[src/rtl/can_bus_state_manager_defines.svh]
// Assertion macros for the CAN bus state manager.
// Included by the RTL files that carry concurrent assertions; no other dependencies.
`ifndef CAN_BUS_STATE_MANAGER_DEFINES_SVH
`define CAN_BUS_STATE_MANAGER_DEFINES_SVH

`ifndef ASSERT_OFF

// The property must hold at every clock edge outside reset.
`define CBSM_ASSERT(lbl, clk, rst_n, prop) \
    lbl: assert property (@(posedge clk) disable iff (!rst_n) (prop)) \
        else $error("assertion failed");

// The condition must never be true outside reset.
`define CBSM_ASSERT_NEVER(lbl, clk, rst_n, cond) \
    lbl: assert property (@(posedge clk) disable iff (!rst_n) !(cond)) \
        else $error("forbidden condition seen");

`else

`define CBSM_ASSERT(lbl, clk, rst_n, prop)
`define CBSM_ASSERT_NEVER(lbl, clk, rst_n, cond)

`endif

`endif

[src/rtl/cbsm_pkg.sv]
// Shared types, codes and constants of the CAN bus state manager.
// No dependencies; used by the interfaces, the core and the top level.
`default_nettype none

package cbsm_pkg;

    localparam int unsigned NUM_CONTROLLERS = 1;

    localparam int unsigned CFG_IDX_W  = 1;
    localparam int unsigned CFG_DATA_W = 16;

    localparam logic [CFG_IDX_W-1:0] CFG_RECOVERY_TICKS  = 1'd0;
    localparam logic [CFG_IDX_W-1:0] CFG_MAX_ATTEMPTS    = 1'd1;

    localparam logic [15:0] RECOVERY_TICKS_RST = 16'd10;
    localparam logic [7:0]  MAX_ATTEMPTS_RST   = 8'd3;

    // Event kinds.
    localparam logic [2:0] OP_INIT    = 3'd0;
    localparam logic [2:0] OP_DEINIT  = 3'd1;
    localparam logic [2:0] OP_MODE    = 3'd2;
    localparam logic [2:0] OP_BUSOFF  = 3'd3;
    localparam logic [2:0] OP_TICK    = 3'd4;

    // Bus states.
    localparam logic [2:0] ST_UNINIT    = 3'd0;
    localparam logic [2:0] ST_PRE_NOCOM = 3'd1;
    localparam logic [2:0] ST_NOCOM     = 3'd2;
    localparam logic [2:0] ST_PRE_FULL  = 3'd3;
    localparam logic [2:0] ST_FULL      = 3'd4;
    localparam logic [2:0] ST_RECOVERY  = 3'd5;

    // Result codes.
    localparam logic [2:0] RC_OK       = 3'd0;
    localparam logic [2:0] RC_REFUSED  = 3'd1;
    localparam logic [2:0] RC_UNINIT   = 3'd2;
    localparam logic [2:0] RC_BAD_NET  = 3'd3;
    localparam logic [2:0] RC_BAD_CTRL = 3'd4;

    // Controller commands.
    localparam logic [1:0] CMD_NONE       = 2'd0;
    localparam logic [1:0] CMD_STOP       = 2'd1;
    localparam logic [1:0] CMD_START      = 2'd2;
    localparam logic [1:0] CMD_STOP_START = 2'd3;

    // Controller mode indications.
    localparam logic [1:0] LINK_NONE    = 2'd0;
    localparam logic [1:0] LINK_STOPPED = 2'd1;
    localparam logic [1:0] LINK_STARTED = 2'd2;

    // Communication mode indications.
    localparam logic [1:0] MGR_NONE  = 2'd0;
    localparam logic [1:0] MGR_FULL  = 2'd1;
    localparam logic [1:0] MGR_NOCOM = 2'd2;

    localparam logic [15:0] TIMER_MAX = 16'hFFFF;
    localparam logic [7:0]  COUNT_MAX = 8'hFF;

    typedef struct packed {
        logic [2:0] op;
        logic [7:0] network_handle;
        logic       want_full;
        logic [7:0] controller_index;
        logic       controller_ok;
    } req_t;

    typedef struct packed {
        logic [2:0] result_code;
        logic [2:0] bus_state;
        logic       full_com;
        logic [1:0] controller_cmd;
        logic [1:0] link_indication;
        logic [1:0] manager_indication;
        logic [7:0] attempt_count;
    } rsp_t;

    typedef struct packed {
        logic        initialized;
        logic [2:0]  bsm_state;
        logic        com_full;
        logic        busoff_pending;
        logic [15:0] recovery_timer;
        logic [7:0]  recovery_count;
    } state_t;

    typedef struct packed {
        logic [15:0] recovery_ticks;
        logic [7:0]  max_recovery_attempts;
    } cfg_t;

endpackage

`default_nettype wire

[src/rtl/cbsm_core.sv]
// Next-state and result logic for one event of the CAN bus state manager.
// Purely combinational; depends on cbsm_pkg.
`default_nettype none

module cbsm_core
    import cbsm_pkg::*;
#(
    parameter int unsigned NUM_CONTROLLERS = cbsm_pkg::NUM_CONTROLLERS
)
(
    input  wire req_t   req,
    input  wire state_t state,
    input  wire cfg_t   cfg,
    output state_t      state_next,
    output rsp_t        rsp
);

    logic [15:0] timer_inc;
    logic [7:0]  count_inc;
    logic        ctrl_bad;

    assign timer_inc = (state.recovery_timer == TIMER_MAX) ? state.recovery_timer
                                                            : state.recovery_timer + 16'd1;
    assign count_inc = (state.recovery_count == COUNT_MAX) ? state.recovery_count
                                                            : state.recovery_count + 8'd1;
    assign ctrl_bad  = (req.controller_index >= 8'(NUM_CONTROLLERS));

    always_comb
    begin
        state_next                 = state;
        rsp.result_code            = RC_OK;
        rsp.controller_cmd         = CMD_NONE;
        rsp.link_indication        = LINK_NONE;
        rsp.manager_indication     = MGR_NONE;

        case (req.op)
            OP_INIT:
            begin
                state_next.initialized    = 1'b1;
                state_next.com_full       = 1'b0;
                state_next.busoff_pending = 1'b0;
                state_next.recovery_count = 8'd0;
                state_next.recovery_timer = 16'd0;
                state_next.bsm_state      = ST_NOCOM;
                rsp.controller_cmd        = CMD_STOP;
                rsp.link_indication       = LINK_STOPPED;
            end
            OP_DEINIT:
            begin
                if (!state.initialized)
                begin
                    rsp.result_code = RC_UNINIT;
                end
                else
                begin
                    state_next.initialized = 1'b0;
                    state_next.com_full    = 1'b0;
                    state_next.bsm_state   = ST_UNINIT;
                end
            end
            OP_MODE:
            begin
                if (!state.initialized)
                begin
                    rsp.result_code = RC_UNINIT;
                end
                else if (req.network_handle != 8'd0)
                begin
                    rsp.result_code = RC_BAD_NET;
                end
                else if (req.want_full)
                begin
                    rsp.controller_cmd = CMD_START;
                    if (!req.controller_ok)
                    begin
                        state_next.bsm_state = ST_NOCOM;
                        rsp.result_code      = RC_REFUSED;
                    end
                    else
                    begin
                        rsp.link_indication    = LINK_STARTED;
                        state_next.bsm_state   = ST_FULL;
                        state_next.com_full    = 1'b1;
                        rsp.manager_indication = MGR_FULL;
                    end
                end
                else
                begin
                    rsp.controller_cmd = CMD_STOP;
                    if (!req.controller_ok)
                    begin
                        state_next.bsm_state = ST_PRE_NOCOM;
                        rsp.result_code      = RC_REFUSED;
                    end
                    else
                    begin
                        rsp.link_indication    = LINK_STOPPED;
                        state_next.bsm_state   = ST_NOCOM;
                        state_next.com_full    = 1'b0;
                        rsp.manager_indication = MGR_NOCOM;
                    end
                end
            end
            OP_BUSOFF:
            begin
                if (!state.initialized)
                begin
                    rsp.result_code = RC_UNINIT;
                end
                else if (ctrl_bad)
                begin
                    rsp.result_code = RC_BAD_CTRL;
                end
                else
                begin
                    state_next.busoff_pending = 1'b1;
                    state_next.recovery_timer = 16'd0;
                    state_next.bsm_state      = ST_RECOVERY;
                    state_next.com_full       = 1'b0;
                    rsp.manager_indication    = MGR_NOCOM;
                end
            end
            OP_TICK:
            begin
                if (state.initialized && (state.bsm_state == ST_RECOVERY))
                begin
                    state_next.recovery_timer = timer_inc;
                    if (timer_inc >= cfg.recovery_ticks)
                    begin
                        state_next.recovery_count = count_inc;
                        // Too many attempts: give up quietly to no communication.
                        if (count_inc > cfg.max_recovery_attempts)
                        begin
                            state_next.bsm_state      = ST_NOCOM;
                            state_next.busoff_pending = 1'b0;
                            state_next.recovery_count = 8'd0;
                        end
                        else
                        begin
                            rsp.controller_cmd = CMD_STOP_START;
                            if (req.controller_ok)
                            begin
                                rsp.link_indication       = LINK_STARTED;
                                state_next.bsm_state      = ST_FULL;
                                state_next.com_full       = 1'b1;
                                state_next.busoff_pending = 1'b0;
                                state_next.recovery_count = 8'd0;
                                rsp.manager_indication    = MGR_FULL;
                            end
                            else
                            begin
                                state_next.recovery_timer = 16'd0;
                                rsp.result_code           = RC_REFUSED;
                            end
                        end
                    end
                end
            end
            default:
            begin
                // Unknown event kinds leave everything as it is.
            end
        endcase

        rsp.bus_state     = state_next.bsm_state;
        rsp.full_com      = state_next.com_full;
        rsp.attempt_count = state_next.recovery_count;
    end

endmodule

`default_nettype wire

[config.mk]
export PLATFORM = sky130hd
export DESIGN_NAME = cbsm_core
export DESIGN_NICKNAME = d
export VERILOG_FILES = /design/src/rtl/can_bus_state_manager_defines.svh /design/src/rtl/cbsm_pkg.sv /design/src/rtl/cbsm_core.sv
export SDC_FILE = /design/constraint.sdc
export NUM_CORES = 1
export LEC_CHECK = 0
export BUFFER_PORTS_ARGS = -buffer_cell sky130_fd_sc_hd__clkbuf_2
export CAP_MARGIN = 25
export CORE_MARGIN = 2
export CORE_UTILIZATION = 50
export DETAILED_ROUTE_END_ITERATION = 8
export PLACE_DENSITY_LB_ADDON = 0.1
export SLEW_MARGIN = 40
export SYNTH_ARGS = -nofsm -noshare
export SYNTH_HDL_FRONTEND = slang
export SYNTH_SLANG_ARGS = --single-unit
[constraint.sdc]
create_clock -name vclk -period 8.8
set_clock_uncertainty 0.2 [all_clocks]
set_input_delay 1.76 -clock vclk [all_inputs]
set_output_delay 1.76 -clock vclk [all_outputs]
set_load 0.02 [all_outputs]
# Word level (Yosys, flattened, before mapping)

Cells that the tools add are included.
W data, S select, Z words.

Output and inout bits: 51
Bits of input ports: 75
Bits in registers: 0
Logic and storage cells: 63

Order comparisons: 3
Mux-type cells: 48
Reductions and logical operators: 3
$add $sub $neg: 2
Equal/unequal tests: 7

Operator list:

| kind                    | number |
|---|---|
| $mux W29                | 2 |
| $pmux W17 S3            | 1 |
| $mux W16                | 3 |
| $mux W21                | 2 |
| $mux W6                 | 6 |
| $mux W3                 | 8 |
| $mux W8                 | 3 |
| $mux W4                 | 5 |
| $pmux W4 S5             | 1 |
| $add A16 B1 Y16 const B | 1 |
| $eq A16 B16 Y1 const B  | 1 |
| $ge A16 B16 Y1          | 1 |
| $pmux W8 S2             | 1 |
| $mux W2                 | 6 |
| $pmux W3 S4             | 1 |
| $pmux W4 S3             | 1 |
| $add A8 B1 Y8 const B   | 1 |
| $eq A8 B8 Y1 const B    | 1 |
| $ge A8 B1 Y1 const B    | 1 |
| $gt A8 B8 Y1            | 1 |
| $reduce_bool A8 Y1      | 1 |
| $eq A3 B2 Y1 const B    | 2 |
| $eq A3 B3 Y1 const B    | 2 |
| $pmux W2 S3             | 1 |
| 6 further kinds         | 10 |

# Logic depth before layout (Yosys ltp)

Word-level depth: 7
Gate-level depth with buffers: 16
Depth with buffers taken out: 14

# Worst setup path after synthesis

OpenSTA, ideal clock, no wires.

Kind: input to output
Start: input state[15] (netlist name)
End: output state_next[25] (netlist name)
Arrival: 5.430 ns
Required time: 6.840 ns
Path slack: 1.410 ns
Buffers on the path: 2
Cell stages on the path: 15
Path through: clkbuf_1 -> and4_1 -> nand3_1 -> nor2_1 -> and3_1 -> nor2b_1 -> a21oi_1 -> ha_1 -> nand4_2 -> nor3_2 -> or4b_1 -> a31o_2 -> or3_1 -> a211oi_1 -> buf_4

RTL lines:

| item        | line            | RTL |
|---|---|---|
| from (decl) | cbsm_core.sv:12 | `input wire state_t state,` |
| to (decl)   | cbsm_core.sv:14 | `output state_t state_next,` |

==> impl_metrics.tcl <==
set metrics [dict create \
    power_leakage_nw 1.44 \
    crit_fanout 7 \
    nClkBuffers 0 \
    max_freq_mhz 136 \
    min-delay-start "req[9]" \
    ios 126 \
    dp_slack_ns 1.42 \
    tightest_slew_ns 0.615 \
    place.gp.congestion 0.902 \
    post_synth.cell_area_avg_sq_um 6.25 \
    io_buffer_count 126 \
    crit_family "simple AND/OR/NAND/NOR gates" \
    pwr-share-clk 0 \
    startpoint "state[21]" \
    synth_commonest_cells "40 x nand2_1, 33 x inv_1, 32 x o21ai_0" \
    p_sw_mw 0.0789 \
    hold_viol 0 \
    arrival_ns 5.42 \
    slew_violations 0 \
    switching_share 0.607 \
    seq_cells 0 \
    nets 550 \
    startpoint_type "input port" \
    ir_drop_uv 28.1 \
    whs_path_depth 3 \
    pwr-share-seq 0 \
    fp-row-count 23 \
    postCtsHoldBufs 0 \
    synth.most_common_cell "nand2_1" \
    synth_area_sq_mm 0.00213 \
    dpl_cell_area_sq_mm 0.00270 \
    seq_area_sq_um 0 \
    drt_pass1_iterations 4 \
    finalInstanceArea_sq_mm 0.00270 \
    worst_slack_ns 1.42 \
    drt-vias-per-instance 5.59 \
    cp.required_ns 6.84 \
    synth_area_leaders "ha_1 17%, o21ai_0 7.5%, nand2_1 7.0%" \
    synth_nets 445 \
    hold_end "rsp[12]" \
    dieArea_sq_mm 0.00480 \
    die_h_um 69.3 \
    relSlewSlack 0.580 \
    p_int_mw 0.0511 \
    cpPeakStageDelay_ns 0.50 \
    antenna_left 0 \
    status "complete, no violations" \
    ys_warn_count 0 \
    layout_min_cycle_time_ns 7.38 \
    utilization 0.664 \
    syn_inst 341 \
    yosysTopAreaCell "ha_1" \
    routed_wl_um 6190 \
    power_mw 0.130 \
    synth.distinct_cells 49 \
    grt_max_degree 15 \
    core_area_sq_mm 0.00406 \
    wl_per_cell_um 12.5 \
    power.density_mw_per_mm2 48.2 \
    first_global_vias 2609 \
    vias 2761 \
    track_usage 0.252 \
    drive_gt1_frac 0.315 \
    setup_viol 0 \
    postCtsSetupRepairBufs 0 \
    pwr-share-comb 1.000 \
    area_growth_pct 26.4 \
    crit_type "input port to output port" \
    n_antenna_cell 0 \
    drc 0 \
    path_cells "clkbuf_2 -> nand3_1 -> nor3_1 -> a21oi_1 -> and2_1 -> xor2_1 -> ha_1 -> nand2_1 -> nor3_2 -> or4b_1 -> and3_4 -> nor2_1 -> nand3_1 -> o211ai_1 -> clkbuf_2" \
    grt_setup_unrepaired "no" \
    synth_top_area_frac 0.170 \
    grt_antenna_before_repair 0 \
    fin_tns_setup_ns 0 \
    maxCapViolCount 0 \
    slowest_stage "or4b_1" \
    cts_resized 0 \
    die_x_um 69.3 \
    overflow 0 \
    crit_path_end_kind "output port" \
    min_path_type "input port to output port" \
    hpwl_um 5310 \
    drtIter0Drc 111 \
    cp.buffers_inverters 2 \
    fin_crit_sh 0.838 \
    grt_first_pass_wirelength_um 10800 \
    yosysSeqAreaShare 0 \
    initial_utilization 0.525 \
]
-- logic make-up (layout without fill, tap and decap cells) --
family / after synthesis / count (layout) / share of synthesized area
AND/OR/NAND/NOR: 150 / 150 / 0.366
AO/OA/AOI/OAI: 91 / 91 / 0.278
buffers and inverters: 56 / 159 / 0.123
adder cells (fa/ha/maj): 29 / 29 / 0.170
XOR/XNOR: 13 / 13 / 0.0534
multiplexers: 2 / 2 / 0.00998
-- per-layer routing --
layer | GRT usage | wire [um] | up-vias
met5 | 0 | 0 | -
met4 | 0.0479 | 60 | 0
li1 | - | - | 1435
met2 | 0.478 | 3130 | 108
met3 | 0.0247 | 378 | 6
met1 | 0.306 | 2630 | 1212
-- how the worst max path moves through the flow --
| stage | to | slack, ns | cells after the start |
|---|---|---|---|
| 3_5_place_dp | state_next[0] | 1.42 | 15 |
| 4_1_cts | state_next[0] | 1.41 | 15 |
| 6_report | state_next[0] | 1.42 | 15 |
| 2_1_floorplan | state_next[25] | 1.41 | 15 |
| 5_1_grt | state_next[0] | 1.04 | 15 |
| 3_3_place_gp | state_next[0] | 1.37 | 15 |
-- final cells by class --
cell class | instances | area, sq um
well taps | 50 | 62.6
repair buffers | 126 | 631
inverters | 33 | 124
fillers | 394 | 1360
multi-input cells | 285 | 1880
-- placed cells by master, fill, tap and decap left out, types with 3 or more instances in the layout --
cell      Yosys  layout
a211o_1       3       3
a211oi_1      3       3
a21oi_1      21      21
a22o_1       10      10
and3_1        5       5
and4_1        3       3
clkbuf_2      0     126
ha_1         29      29
inv_1        33      33
nand2_1      40      40
nand2b_1      3       3
nand3_1      14      14
nand4_1      16      16
nor2_1       31      30
nor2b_1       3       3
nor3_1       11      11
nor3b_1       3       3
nor4_1        5       5
o211ai_1      4       4
o21a_1        4       4
o21ai_0      32      32
or2_2         3       3
xnor2_1       7       7
xor2_1        6       6
-- through the flow --
step,hold slack (ns),cells
2_1_floorplan,3.50,341
3_3_place_gp,3.65,494
3_5_place_dp,3.65,494
4_1_cts,3.66,494
5_1_grt,3.69,494
6_report,3.65,494
-- power by group through the flow --
stage / sequential, mW / clock (mW) / combinational (mW)
2_1_floorplan: 0 / 0 / 0.0859
3_3_place_gp: 0 / 0 / 0.127
3_5_place_dp: 0 / 0 / 0.130
4_1_cts: 0 / 0 / 0.130
5_1_grt: 0 / 0 / 0.145
6_report: 0 / 0 / 0.130
Power figures use the tool's default switching activity.
